## config.mk

```make
export PLATFORM = sky130hd
export DESIGN_NAME = lsse_back_flat
export DESIGN_NICKNAME = d
export VERILOG_FILES = /design/src/rtl/lsse_pkg.sv /design/src/rtl/lsse_word_if.sv /design/src/rtl/lsse_back.sv /design/src/flat_wrapper.sv
export SDC_FILE = /design/constraint.sdc
export NUM_CORES = 1
export LEC_CHECK = 0
export CAP_MARGIN = 10
export CORE_ASPECT_RATIO = 1.4
export CORE_UTILIZATION = 46
export DETAILED_ROUTE_END_ITERATION = 10
export DONT_BUFFER_PORTS = 1
export RECOVER_POWER = 50
export SKIP_CTS_REPAIR_TIMING = 1
export SYNTH_ARGS = -nofsm -noshare
export SYNTH_HDL_FRONTEND = slang
export SYNTH_SLANG_ARGS = --single-unit
```

## constraint.sdc

```tcl
create_clock -name clk -period 7.06 [get_ports clk]
set_input_delay 0.706 -clock clk [delete_from_list [all_inputs] [get_ports clk]]
set_output_delay 0.706 -clock clk [all_outputs]
set_load 0.05 [all_outputs]
```

## src/rtl/lsse_pkg.sv

```systemverilog
`default_nettype none

package lsse_pkg;

  localparam int unsigned QUEUE_DEPTH = 2;

  localparam int unsigned CFG_IDX_W  = 1;
  localparam int unsigned CFG_DATA_W = 6;

  localparam logic [CFG_IDX_W-1:0] REG_RGB_ORDER   = 1'd0;
  localparam logic [CFG_IDX_W-1:0] REG_RESET_WORDS = 1'd1;

  localparam logic       RGB_ORDER_RESET   = 1'b0;
  localparam logic [5:0] RESET_WORDS_RESET = 6'd3;
  localparam logic [5:0] MAX_RESET_WORDS   = 6'd32;

  // one pixel after classification: colours already in line order
  typedef struct packed {
    logic       lead;
    logic [7:0] c0;
    logic [7:0] c1;
    logic [7:0] c2;
    logic       last;
    logic [5:0] nreset;
  } lsse_cmd_t;

  // each data bit becomes 0001 (zero) or 0111 (one), msb sent first
  function automatic logic [15:0] nibble_line(input logic [3:0] nib);
    logic [15:0] w;
    unique case (nib)
      4'h0: w = 16'h1111;
      4'h1: w = 16'h7111;
      4'h2: w = 16'h1711;
      4'h3: w = 16'h7711;
      4'h4: w = 16'h1171;
      4'h5: w = 16'h7171;
      4'h6: w = 16'h1771;
      4'h7: w = 16'h7771;
      4'h8: w = 16'h1117;
      4'h9: w = 16'h7117;
      4'ha: w = 16'h1717;
      4'hb: w = 16'h7717;
      4'hc: w = 16'h1177;
      4'hd: w = 16'h7177;
      4'he: w = 16'h1777;
      4'hf: w = 16'h7777;
    endcase
    return w;
  endfunction

endpackage

`default_nettype wire

```

## src/rtl/lsse_word_if.sv

```systemverilog
`default_nettype none

interface lsse_word_if;
  logic        valid;
  logic        ready;
  logic [15:0] line_word;
  logic        frame_end;

  modport source(output valid, line_word, frame_end, input ready);
  modport sink(input valid, line_word, frame_end, output ready);
endinterface

`default_nettype wire

```

## src/rtl/lsse_back.sv

```systemverilog
`default_nettype none

module lsse_back
  import lsse_pkg::*;
(
  input  wire logic       clk,
  input  wire logic       rst_n,
  input  wire lsse_cmd_t  pop_cmd,
  input  wire logic       pop_valid,
  output logic            pop_ready,
  lsse_word_if.source     word
);

  localparam logic [1:0] PH_LEAD   = 2'd0;
  localparam logic [1:0] PH_COLOUR = 2'd1;
  localparam logic [1:0] PH_RESET  = 2'd2;

  lsse_cmd_t   cmd_r, cmd_nxt;
  logic        busy_r, busy_nxt;
  logic [1:0]  phase_r, phase_nxt;
  logic [5:0]  cnt_r, cnt_nxt;
  logic        out_valid_r, out_valid_nxt;
  logic [15:0] out_word_r, out_word_nxt;
  logic        out_end_r, out_end_nxt;

  logic        adv;
  logic        done;
  logic [15:0] emit_word;
  logic        emit_end;
  logic [7:0]  col_byte;
  logic [3:0]  nib;
  logic [5:0]  cnt_inc;

  assign word.valid     = out_valid_r;
  assign word.line_word = out_word_r;
  assign word.frame_end = out_end_r;

  assign adv       = !out_valid_r || word.ready;
  assign cnt_inc   = cnt_r + 6'd1;
  assign pop_ready = adv && (!busy_r || done);

  always_comb begin
    unique case (cnt_r[2:1])
      2'd0:    col_byte = cmd_r.c0;
      2'd1:    col_byte = cmd_r.c1;
      default: col_byte = cmd_r.c2;
    endcase
    nib = cnt_r[0] ? col_byte[3:0] : col_byte[7:4];
  end

  // word for the current step and whether this step finishes the pixel
  always_comb begin
    emit_word = '0;
    emit_end  = 1'b0;
    done      = 1'b0;
    unique case (phase_r)
      PH_LEAD: ;
      PH_COLOUR: begin
        emit_word = nibble_line(nib);
        if (cnt_r[2:0] == 3'd5) begin
          emit_end = cmd_r.last && (cmd_r.nreset == '0);
          done     = !cmd_r.last || (cmd_r.nreset == '0);
        end
      end
      PH_RESET: begin
        emit_end = (cnt_inc == cmd_r.nreset);
        done     = emit_end;
      end
      default: done = 1'b1;
    endcase
  end

  always_comb begin
    cmd_nxt       = cmd_r;
    busy_nxt      = busy_r;
    phase_nxt     = phase_r;
    cnt_nxt       = cnt_r;
    out_valid_nxt = out_valid_r;
    out_word_nxt  = out_word_r;
    out_end_nxt   = out_end_r;
    if (adv) begin
      out_valid_nxt = busy_r;
      if (busy_r) begin
        out_word_nxt = emit_word;
        out_end_nxt  = emit_end;
        if (done) begin
          busy_nxt = 1'b0;
        end else if (phase_r == PH_LEAD) begin
          phase_nxt = PH_COLOUR;
          cnt_nxt   = '0;
        end else if (phase_r == PH_COLOUR && cnt_r[2:0] == 3'd5) begin
          phase_nxt = PH_RESET;
          cnt_nxt   = '0;
        end else begin
          cnt_nxt = cnt_inc;
        end
      end
    end
    // next pixel loads while the last word of this one goes out
    if (pop_valid && pop_ready) begin
      cmd_nxt   = pop_cmd;
      busy_nxt  = 1'b1;
      phase_nxt = pop_cmd.lead ? PH_LEAD : PH_COLOUR;
      cnt_nxt   = '0;
    end
  end

  always_ff @(posedge clk) begin
    cmd_r      <= cmd_nxt;
    out_word_r <= out_word_nxt;
    out_end_r  <= out_end_nxt;
    cnt_r      <= cnt_nxt;
  end

  always_ff @(posedge clk) begin
    if (!rst_n) begin
      busy_r      <= 1'b0;
      phase_r     <= PH_LEAD;
      out_valid_r <= 1'b0;
    end else begin
      busy_r      <= busy_nxt;
      phase_r     <= phase_nxt;
      out_valid_r <= out_valid_nxt;
    end
  end

endmodule

`default_nettype wire

```

## src/flat_wrapper.sv

```systemverilog
// flat-port wrapper written by rule: the top's interface ports become plain ports
module lsse_back_flat import lsse_pkg::*;
  (clk, rst_n, pop_cmd, pop_valid, pop_ready, word_valid, word_line_word, word_frame_end, word_ready);
  lsse_word_if word_i ();
  input  wire logic clk;
  input  wire logic rst_n;
  input  wire lsse_cmd_t pop_cmd;
  input  wire logic pop_valid;
  output logic pop_ready;
  output wire logic [$bits(word_i.valid)-1:0] word_valid;
  output wire logic [$bits(word_i.line_word)-1:0] word_line_word;
  output wire logic [$bits(word_i.frame_end)-1:0] word_frame_end;
  input wire logic [$bits(word_i.ready)-1:0] word_ready;
  assign word_valid = word_i.valid;
  assign word_line_word = word_i.line_word;
  assign word_frame_end = word_i.frame_end;
  assign word_i.ready = word_ready;
  lsse_back u_core (.clk(clk), .rst_n(rst_n), .pop_cmd(pop_cmd), .pop_valid(pop_valid), .pop_ready(pop_ready), .word(word_i));
endmodule
```

==> results.json <==
{
  "ys_types": 48,
  "io_pins": 55,
  "cts-htree-levels": 2,
  "ys.flop_type": "edfxtp_1",
  "clk_pin_slew_ns": 0.08,
  "drtAntennaViolNets": 0,
  "syn2layout_area_growth_pct": 3.805,
  "vias": 1393,
  "status": "finished clean",
  "start_util": 0.4785,
  "drtIter0Drc": 94,
  "antennaDiodeCount": 0,
  "p_int_mw": 0.4397,
  "fin_util": 0.4967,
  "cts_sinks": 47,
  "synth.top_cell.area_share": 0.4759,
  "skew_ns": 0.004492,
  "dp_hpwl_um": 3012,
  "slew_headroom": 0.4041,
  "tightest_slew_ns": 0.8957,
  "grt_overflow": 0,
  "clockRootBuffer": "clkbuf_8",
  "placed_cell_area_um2": 2328,
  "p_clk_frac": 0.268,
  "seqCellArea_um2": 1311,
  "path_max_fanout": 11,
  "syn_avg_cell_area_um2": 12.90,
  "dieArea_um2": 5368,
  "hold_violations": 0,
  "route.detailed.vias_per_inst": 5.804,
  "drive_above_1_share": 0.1591,
  "power.density_nw_per_um2": 257.5,
  "routed_wl_um": 4097,
  "grt_pass1_vias": 1369,
  "worst_ep_required_time_ns": 6.35,
  "ys.warnings.count": 0,
  "clk_path_buf_depth": 2,
  "synth-edff-count": 37,
  "drv_slew": 0,
  "setup_viol": 0,
  "leakage_nw": 0.7969,
  "fillers": 445,
  "grt_start_max_net_pins": 32,
  "synth_seq_cells": 47,
  "num_rows": 30,
  "p_comb_frac": 0.148,
  "cts_buffers": 5,
  "ir_worst_vdd_mv": 0.1807,
  "clk_latency_ns": 0.29,
  "cts_tree": "built",
  "p_sw_mw": 0.1845,
  "seqPwrFrac": 0.584,
  "grt_setup_unrepaired": "no",
  "dr.pass1.iters": 4,
  "crit_type": "reg2out",
  "io_buffer_count": 0,
  "antenna_found_initial": 0,
  "grt_pass1_wl_um": 6534,
  "core-area_um2": 4880,
  "hp-class": "reg2reg",
  "min_period_ns": 4.103,
  "drc": 0,
  "synth_area_um2": 2335,
  "endpoint_kind": "output pin",
  "synth_top_area_cell": "edfxtp_1",
  "synthCells": 181,
  "die-height_um": 86.30,
  "layout.nets": 217,
  "fin_area_um2": 2424,
  "start_kind": "flip-flop",
  "die_w_um": 62.21,
  "switching_share": 0.2956,
  "max_clock_freq_mhz": 243.7,
  "setup_tns_ns": 0,
  "maxCapViolCount": 0,
  "async_flop_share": 0,
  "final.period_utilization": 0.5812,
  "arrival_ns": 3.40,
  "multi_input_area_um2": 883.3,
  "place_congestion": 0.8825,
  "avgRoutedWirePerCell_um": 17.07,
  "rrSetupSlack_ns": 3.85,
  "synth_top_cells_by_area": "edfxtp_1, dfxtp_1, mux4_1",
  "yosysSeqAreaShare": 0.5616,
  "grt_usage": 0.1597
}
==> power groups by stage <==
stage	Combinational, mW	Clock (mW)	Sequential [mW]
final	0.0925	0.167	0.365
after floorplan	0.104	0	0.351
after global placement	0.0914	0	0.370
after CTS	0.0931	0.174	0.365
after global routing	0.101	0.181	0.368
after detailed placement	0.0926	0	0.371
==> cells by family after synthesis <==
kind of cell    after synthesis  share of synthesized area
simple gates                 54                     0.1329
flops                        47                     0.5616
compound gates               28                    0.08950
buf+inv                      25                    0.06592
mux                          15                    0.09700
fa+ha+maj                     7                    0.03644
xor+xnor                      4                    0.01500
other cells                   1                   0.001606
==> final cells by class <==
class,count,area share
tap,64,0.03304
inverter,7,0.01084
sequential,47,0.5410
multi-input combinational,112,0.3645
timing repair buffer,2,0.01136
clock buffer,7,0.03562
clock inverter,1,0.003614
==> layout by cell type, fill, tap and decap left out, types with 2 or more instances in the layout <==
cell      instances
clkbuf_8          6
nor4_1            3
o22ai_1           2
o21a_1            4
mux2i_1           2
and2_1            7
xnor2_1           4
nand2b_1          2
inv_1             7
mux4_1            4
o21ai_0           7
nand2_1           9
nand3_1           6
dfxtp_1          10
ha_1              6
edfxtp_1         37
a21oi_1           4
conb_1            4
mux2_2            9
nor3_1            3
nor2_1           10
==> critical path, cell delays in order (launching register included) <==
cell and delay (ns):
dfxtp_1 0.64, inv_1 0.13, ha_1 0.33, xnor2_1 0.15, a2111oi_2 0.28, o221a_2 0.26
a21oi_1 0.13, or2_0 0.42, nor2_1 0.75
==> layer usage <==
metal | global-route usage | part of all wire | vias to the layer above
met5 | 0 | 0 | -
met4 | 0.08668 | 0.025 | 0
met3 | 0.04079 | 0.069 | 9
met2 | 0.2847 | 0.52 | 69
met1 | 0.1739 | 0.39 | 670
li1 | - | - | 645
==> path summary, 6_finish.rpt <==
check                       start               end  cells after the start
setup / recovery  u_core.cnt_r[1]         pop_ready                      8
hold / removal    u_core.cnt_r[5]   u_core.cnt_r[5]                      1
setup reg to reg  u_core.cnt_r[1]  u_core.cmd_r[24]                      9
hold reg to reg   u_core.cnt_r[5]   u_core.cnt_r[5]                      1
==> synthesized netlist by cell type (all sizes together), types with 3 or more instances <==
cell and n:
nand2 10, o21a 4, nand2b 3, buf 16, mux2 9, ha 6
xnor2 4, and2 8, nor2 11, nor4 4, dfxtp 10, nand3 7
a21oi 4, mux4 4, inv 7, o21ai 7, edfxtp 37, nor3 4
==> through the flow <==
step | hold WS [ns] | worst slack, ns | instances | total power, mW
after floorplan | 0.4595 | 3.351 | 184 | 0.4549
after global placement | 0.4869 | 3.339 | 232 | 0.4618
after detailed placement | 0.4827 | 3.243 | 232 | 0.4639
after CTS | 0.4867 | 2.909 | 240 | 0.6319
after global routing | 0.4844 | 2.697 | 240 | 0.6505
final | 0.4939 | 2.957 | 240 | 0.6242
==> state kept, by name (all words and copies together), names as in the netlist <==
signal	count
u_core.cnt_r	6
u_core.word.frame_end	1
u_core.busy_r	1
u_core.phase_r	2
u_core.word.line_word	5
u_core.cmd_r	31
u_core.word.valid	1
Note: power is estimated with default switching activity, not from simulation.
