[src/rtl/lsse_pkg.sv]
`default_nettype none

package lsse_pkg;

  localparam int unsigned QUEUE_DEPTH = 2;

  localparam int unsigned CFG_IDX_W  = 1;
  localparam int unsigned CFG_DATA_W = 6;

  localparam logic [CFG_IDX_W-1:0] REG_RGB_ORDER   = 1'd0;
  localparam logic [CFG_IDX_W-1:0] REG_RESET_WORDS = 1'd1;

  localparam logic       RGB_ORDER_RESET   = 1'b0;
  localparam logic [5:0] RESET_WORDS_RESET = 6'd3;
  localparam logic [5:0] MAX_RESET_WORDS   = 6'd32;

  // one pixel after classification: colours already in line order
  typedef struct packed {
    logic       lead;
    logic [7:0] c0;
    logic [7:0] c1;
    logic [7:0] c2;
    logic       last;
    logic [5:0] nreset;
  } lsse_cmd_t;

  // each data bit becomes 0001 (zero) or 0111 (one), msb sent first
  function automatic logic [15:0] nibble_line(input logic [3:0] nib);
    logic [15:0] w;
    unique case (nib)
      4'h0: w = 16'h1111;
      4'h1: w = 16'h7111;
      4'h2: w = 16'h1711;
      4'h3: w = 16'h7711;
      4'h4: w = 16'h1171;
      4'h5: w = 16'h7171;
      4'h6: w = 16'h1771;
      4'h7: w = 16'h7771;
      4'h8: w = 16'h1117;
      4'h9: w = 16'h7117;
      4'ha: w = 16'h1717;
      4'hb: w = 16'h7717;
      4'hc: w = 16'h1177;
      4'hd: w = 16'h7177;
      4'he: w = 16'h1777;
      4'hf: w = 16'h7777;
    endcase
    return w;
  endfunction

endpackage

`default_nettype wire

[src/rtl/lsse_fifo.sv]
`default_nettype none

module lsse_fifo
  import lsse_pkg::*;
#(
  parameter int unsigned DEPTH = QUEUE_DEPTH
) (
  input  wire logic       clk,
  input  wire logic       rst_n,
  input  wire lsse_cmd_t  push_cmd,
  input  wire logic       push_valid,
  output logic            push_ready,
  output lsse_cmd_t       pop_cmd,
  output logic            pop_valid,
  input  wire logic       pop_ready
);

  localparam int unsigned PTR_W = $clog2(DEPTH);
  localparam int unsigned CNT_W = $clog2(DEPTH + 1);

  lsse_cmd_t        mem_r [DEPTH];
  logic [PTR_W-1:0] wr_ptr_r, wr_ptr_nxt;
  logic [PTR_W-1:0] rd_ptr_r, rd_ptr_nxt;
  logic [CNT_W-1:0] count_r, count_nxt;
  logic             push, pop;

  assign push_ready = (count_r != CNT_W'(DEPTH));
  assign pop_valid  = (count_r != '0);
  assign pop_cmd    = mem_r[rd_ptr_r];
  assign push       = push_valid && push_ready;
  assign pop        = pop_valid && pop_ready;

  always_comb begin
    wr_ptr_nxt = wr_ptr_r;
    rd_ptr_nxt = rd_ptr_r;
    count_nxt  = count_r;
    if (push) wr_ptr_nxt = (wr_ptr_r == PTR_W'(DEPTH - 1)) ? '0 : wr_ptr_r + 1'b1;
    if (pop)  rd_ptr_nxt = (rd_ptr_r == PTR_W'(DEPTH - 1)) ? '0 : rd_ptr_r + 1'b1;
    if (push && !pop) count_nxt = count_r + 1'b1;
    else if (pop && !push) count_nxt = count_r - 1'b1;
  end

  always_ff @(posedge clk) begin
    if (push) mem_r[wr_ptr_r] <= push_cmd;
  end

  always_ff @(posedge clk) begin
    if (!rst_n) begin
      wr_ptr_r <= '0;
      rd_ptr_r <= '0;
      count_r  <= '0;
    end else begin
      wr_ptr_r <= wr_ptr_nxt;
      rd_ptr_r <= rd_ptr_nxt;
      count_r  <= count_nxt;
    end
  end

endmodule

`default_nettype wire

[config.mk]
export PLATFORM = sky130hd
export DESIGN_NAME = lsse_fifo
export DESIGN_NICKNAME = d
export VERILOG_FILES = /design/src/rtl/lsse_pkg.sv /design/src/rtl/lsse_fifo.sv
export SDC_FILE = /design/constraint.sdc
export NUM_CORES = 1
export LEC_CHECK = 0
export ABC_CLOCK_PERIOD_IN_PS = 2100
export BUFFER_PORTS_ARGS = -buffer_cell sky130_fd_sc_hd__buf_2
export CELL_PAD_IN_SITES_DETAIL_PLACEMENT = 1
export CELL_PAD_IN_SITES_GLOBAL_PLACEMENT = 1
export CORE_ASPECT_RATIO = 0.5
export CORE_UTILIZATION = 43
export DETAILED_ROUTE_END_ITERATION = 10
export MAX_ROUTING_LAYER = met4
export PLACE_DENSITY_LB_ADDON = 0.2
export SLEW_MARGIN = 25
export SYNTH_ARGS = -nofsm -noshare
export SYNTH_HDL_FRONTEND = slang
export SYNTH_SLANG_ARGS = --single-unit
export TNS_END_PERCENT = 5
[constraint.sdc]
create_clock -name clk -period 2.1 [get_ports clk]
set_clock_uncertainty 0.15 [all_clocks]
set_input_delay 0.21 -clock clk [delete_from_list [all_inputs] [get_ports clk]]
set_output_delay 0.21 -clock clk [all_outputs]
set_load 0.02 [all_outputs]
==> results of run 1 <==
cell type report:
| class | instances | area share, % |
|---|---|---|
| multi-input combinational | 50 | 13.7 |
| clock buffer | 12 | 7.30 |
| timing repair buffer | 108 | 19.7 |
| clock inverter | 4 | 1.23 |
| sequential | 69 | 55.4 |
| tap | 73 | 2.50 |
| inverter | 1 | 0.103 |
power by group through the flow:
stage / clock network, mW / logic (mW) / registers (mW)
floorplan: 0 / 0.809 / 1.80
finish: 1.54 / 1.20 / 1.79
detailed placement: 0 / 1.15 / 1.82
CTS: 1.58 / 1.21 / 1.79
global placement: 0 / 1.13 / 1.80
global route: 1.62 / 1.28 / 1.81
Yosys cell counts:
cell type / instances / share of area, %
clkbuf_1: 1 / 0.15
o21ai_1: 1 / 0.20
dfxtp_1: 5 / 3.9
o21ai_0: 1 / 0.20
and3_1: 1 / 0.25
a21boi_1: 1 / 0.29
nand3b_1: 1 / 0.29
or2_2: 1 / 0.25
buf_4: 3 / 0.88
a21bo_2: 1 / 0.39
inv_1: 1 / 0.15
edfxtp_1: 64 / 75
nand2b_4: 1 / 0.54
ha_1: 1 / 0.49
mux2_2: 30 / 13
mux2_1: 2 / 0.88
xor2_1: 1 / 0.34
or3_1: 1 / 0.25
xnor2_1: 2 / 0.69
and2_1: 4 / 0.98
a21boi_0: 1 / 0.29
registers in the layout (all words and copies together) (netlist names), named ones only:
signal	cells
mem_r	64
count_r	2
wr_ptr_r	1
rd_ptr_r	1
tightest hold or removal path, stage by stage:
cell and delay, ns:
buf_2 0.11, a21bo_2 0.12, a21boi_0 0.06
cell families after synthesis:
group,after synthesis,synth area share (%)
flops,69,79.3
mux,32,14.1
simple gates,9,2.55
compound gates,5,1.37
buf+inv,5,1.18
xor+xnor,3,1.03
fa+ha+maj,1,0.490
metrics by stage:
| stage | cells | hold slack (ns) | util, % |
|---|---|---|---|
| 3_5_place_dp | 268 | 0.252 | 53.8 |
| 3_3_place_gp | 268 | 0.247 | 53.8 |
| 4_1_cts | 317 | 0.0658 | 65.3 |
| 5_1_grt | 317 | 0.0968 | 65.3 |
| 6_report | 317 | 0.0770 | 65.3 |
| 2_1_floorplan | 124 | 0.159 | - |
path summary, 6_finish.rpt:
| path | start | to | cells after the start |
|---|---|---|---|
| worst max-delay path | register | pop_cmd[11] | 3 |
| worst min-delay path | push_valid | wr_ptr_r | 3 |
| worst max register to register | count_r[0] | count_r[1] | 5 |
| worst min register to register | count_r[1] | count_r[1] | 2 |
what timing repair did:
item,in CTS,in global routing
hold buffers,33,0
setup buffers,0,0
endpoints found under the hold margin,67,0
routing by layer:
metal | wire, µm | track usage, % | vias up
met3 | 217 | 5.72 | 10
met2 | 2920 | 35.0 | 43
li1 | - | - | 713
met1 | 2020 | 19.0 | 746
met5 | 0 | - | -
met4 | 62 | 9.14 | 0
==> out/results.ini, run 1 <==
[outcome]
status = completed

[die]
coreArea_um2 = 5590
start_util_pct = 45.7
ios = 70
die_width_um = 111
chipHeight_um = 56.5
rows = 19
dieArea_um2 = 6260

[setup_path]
crit_path_end_kind = primary output
critPathKind = register to primary output
crit_family = buffers and inverters
slowest_stage = mux2_2
rrSetupSlack_ns = 0.31
crit_chain = buf_4, mux2_2, buf_2
crit_path_start_kind = register
cp.arrival_ns = 1.48
critical_path_required_ns = 1.74
crit_path_max_fanout = 19
worst-path-buf-inv = 2
slowest_delay_ns = 0.39

[global_route]
grt_max_degree = 20
grt-ovfl-total = 0
grt_antenna_before_repair = 0
grt_pass1_wl_um = 8400
grt_pass1_vias = 1720
track_usage_pct = 19.1

[pwr]
vdd_ir_drop_max_uv = 883
power.total_mw = 4.53
p_sw_share_pct = 28.1
p_per_area_nw_per_um2 = 1240
power_frac_comb_pct = 26.5
power_frac_clock_pct = 33.9
intPower_mw = 3.25
pwr-share-seq_pct = 39.6
p_switching_mw = 1.27
power.leakage_nw = 1.42

[timing]
finalHoldViolCount = 0
worstMarginPinSlew_ns = 0.265
setup_slack_ns = 0.263
setup_tns_ns = 0
setup_viol = 0
period_share_pct = 87.5
fmax_mhz = 544
rsz0062_at_grt = false
timing.final.max_slew_violations = 0
period_minus_slack_ns = 1.84
relSlewSlack_pct = 82.4

[routing]
drc = 0
wl_um = 5210
vias = 1512
ant_nets = 0
dr.first_iter.drc_count = 28
dr.pass1.iters = 4
routedWlPerCell_um = 16.4
vias_per_cell = 4.77

[finish]
nets = 276
diodes = 0
drive_gt1_share_pct = 51.2
fill_cells = 507
multi_input_area_um2 = 500
seqCellArea_um2 = 2020
fin_area_um2 = 3650
areaGrowthSynthToFinish_pct = 43.1
final_cell_mix = 69 x buf_2, 64 x edfxtp_1, 33 x dlygate4sd3_1
layout_commonest_cell = buf_2

[clock_tree]
clk_pin_slew_ns = 0.05
cts.repair.resized = 0
clock_latency_ns = 0.32
numCtsBuffers = 9
cts_sinks = 69
cts_buffer_depth = 2
cts-root-buf = clkbuf_16
h-tree-depth = 3
cts_tree = done

[synthesis]
synth_area_per_cell_um2 = 20.6
synth_area_um2 = 2550
syn_inst = 124
ys_types = 21
yosysWarningCount = 0
synth_nets = 161
seq_area_frac_synth_pct = 79.3
ys_seq_elements = 69

[place]
numPortBuffers = 69
hpwl_um = 3050
gp_congestion = 0.672
placed_area_um2 = 3010
place_ws_ns = 0.325

[job]
cap_viol_max_count = 0

[min_path]
holdCritPathClass = input pin to register

(Power assumes the default switching activity.)
==> run 2, diff against run 1 <==
--- a/config.mk
+++ b/config.mk
@@ -14,6 +14,7 @@
 export DETAILED_ROUTE_END_ITERATION = 10
 export MAX_ROUTING_LAYER = met4
 export PLACE_DENSITY_LB_ADDON = 0.2
+export RECOVER_POWER = 100
 export SLEW_MARGIN = 25
 export SYNTH_ARGS = -nofsm -noshare
 export SYNTH_HDL_FRONTEND = slang
==> run 2 against run 1 <==
  * Hold slack improved by 0.0025 ns
  * Non-clock buffer count did not move
  * Maximum frequency fell by 3.7%
  * Sequential power barely moved
  * Register-to-register slack got worse by 0.08 ns
  * Critical path depth did not move
  * Via count fell by 0.13%
  * Utilization fell by 1.5 points
==> out/results.ini, run 2 (same netlist as run 1, synthesis figures left out) <==
[place]
numPortBuffers = 69  ; unchanged
gp_congestion = 0.672  ; unchanged
hpwl_um = 3050  ; unchanged
placed_area_um2 = 3010  ; unchanged

[die]
coreArea_um2 = 5590  ; unchanged
ios = 70  ; unchanged
chipHeight_um = 56.5  ; unchanged
rows = 19  ; unchanged
dieArea_um2 = 6260  ; unchanged
die_width_um = 111  ; unchanged
start_util_pct = 45.7  ; unchanged

[finish]
largest_reg_flops = 64  ; unchanged
fin_area_um2 = 3560  ; -2.4%
drive_gt1_share_pct = 29.1  ; -22 points
reg_top3 = mem_r: 64 flops, count_r: 2 flops
final_cell_mix = 64 x edfxtp_1, 53 x clkbuf_1, 33 x dlygate4sd3_1
diodes = 0  ; unchanged
top_register = mem_r
fill_cells = 530  ; +4.5%
areaGrowthSynthToFinish_pct = 39.7
nets = 276  ; unchanged
seqCellArea_um2 = 2020  ; unchanged
layout_commonest_cell = edfxtp_1
multi_input_area_um2 = 493  ; -1.5%

[setup_path]
crit_family = buffers and inverters
crit_chain = clkbuf_2, mux2_2, clkbuf_1
crit_path_end_kind = primary output
crit_path_start_kind = register
critPathKind = register to primary output
slowest_stage = mux2_2
crit_path_max_fanout = 13  ; -6
worst-path-buf-inv = 2  ; unchanged
slowest_delay_ns = 0.38  ; about the same
critical_path_required_ns = 1.74  ; about the same
cp.arrival_ns = 1.55  ; +0.07 ns

[timing]
fmax_mhz = 524  ; -3.7%
setup_tns_ns = 0  ; unchanged
period_minus_slack_ns = 1.91  ; +0.0701 ns
period_share_pct = 90.8  ; +3.3 points
worstMarginPinSlew_ns = 0.499  ; +0.235 ns
setup_viol = 0  ; unchanged
timing.hold.ws_ns = 0.0795  ; +0.00249 ns
finalHoldViolCount = 0  ; unchanged
rsz0062_at_grt = false
relSlewSlack_pct = 66.7  ; -16 points
timing.final.max_slew_violations = 0  ; unchanged

[routing]
vias = 1510  ; -0.13%
wl_um = 5190  ; -0.46%
vias_per_cell = 4.76  ; -0.13%
drc = 0  ; unchanged
ant_nets = 0  ; unchanged
routedWlPerCell_um = 16.4  ; -0.46%
dr.pass1.iters = 3  ; -1
dr.first_iter.drc_count = 31  ; +11%

[clock_tree]
cts_tree = done
numCtsBuffers = 9  ; unchanged
clk_pin_slew_ns = 0.05  ; about the same
cts-root-buf = clkbuf_16
cts_sinks = 69  ; unchanged
cts_buffer_depth = 2  ; unchanged
h-tree-depth = 3  ; unchanged
clock_latency_ns = 0.32  ; about the same

[job]
cap_viol_max_count = 0  ; unchanged

[pwr]
p_sw_share_pct = 28.7  ; +0.55 points
pwr-share-seq_pct = 40.3  ; +0.7 points
power.leakage_nw = 1.26  ; -11%
p_switching_mw = 1.27  ; +0.11%
power_frac_comb_pct = 25.2  ; -1.3 points
intPower_mw = 3.17  ; -2.5%
p_per_area_nw_per_um2 = 1250  ; +0.58%
vdd_ir_drop_max_uv = 873  ; -1.1%
power_frac_clock_pct = 34.5  ; +0.6 points
power.total_mw = 4.45  ; -1.8%

[global_route]
grt_pass1_wl_um = 8400  ; unchanged
grt_max_degree = 20  ; unchanged
track_usage_pct = 19.1  ; unchanged
grt_antenna_before_repair = 0  ; unchanged
grt-ovfl-total = 0  ; unchanged
grt_pass1_vias = 1720  ; unchanged

[outcome]
status = completed

[min_path]
holdCritPathClass = input pin to register

## run 2: area by class of cell
class                           count  share of cell area [%]
Inverter                            1                   0.105
Multi-Input combinational cell     50                    13.8
Timing Repair Buffer              108                    18.0
Clock inverter                      4                    1.26
Sequential cell                    69                    56.7
Tap cell                           73                    2.56
Clock buffer                       12                    7.48
## run 2: worst paths after layout
check | from | endpoint | slack, ns | depth (start not counted)
setup / recovery | register | pop_cmd[28] | 0.19 | 3
hold reg to reg | count_r[1] | count_r[1] | 0.40 | 2
setup reg to reg | count_r[0] | count_r[1] | 0.23 | 5
hold / removal | push_valid | wr_ptr_r | 0.08 | 3
## run 2: power groups by stage
stage | clock network (mW) | logic [mW] | registers (mW)
floorplan | 0 | 0.809 | 1.80
global route | 1.62 | 1.21 | 1.81
finish | 1.54 | 1.12 | 1.79
detailed placement | 0 | 1.15 | 1.82
CTS | 1.58 | 1.21 | 1.79
global placement | 0 | 1.13 | 1.80
## run 2: worst reg2reg max path, stage by stage, from the launching register on
cell      delay [ns]
dfxtp_1         0.34
nand2b_1        0.23
and2_0          0.20
ha_1            0.34
or3_1           0.36
a21boi_1        0.17
## run 2: routing by layer
metal / GRT usage [%] / part of all wire [%] / vias up
met5: - / 0 / -
met1: 19.0 / 39 / 742
met2: 35.0 / 56 / 44
met3: 5.72 / 4.1 / 10
li1: - / - / 714
met4: 9.14 / 1.2 / 0
## run 2: stage by stage
stage / setup WS [ns] / utilization (%) / std cells
2_1_floorplan: 0.122 / - / 124
3_3_place_gp: 0.446 / 53.8 / 268
3_5_place_dp: 0.325 / 53.8 / 268
4_1_cts: 0.229 / 65.3 / 317
5_1_grt: 0.117 / 63.8 / 317
6_report: 0.193 / 63.8 / 317
## run 2: repair_timing
action	CTS	global route
endpoints found under the hold margin	67	0
hold buffers	33	0
resized for setup	0	0
setup buffers	0	0
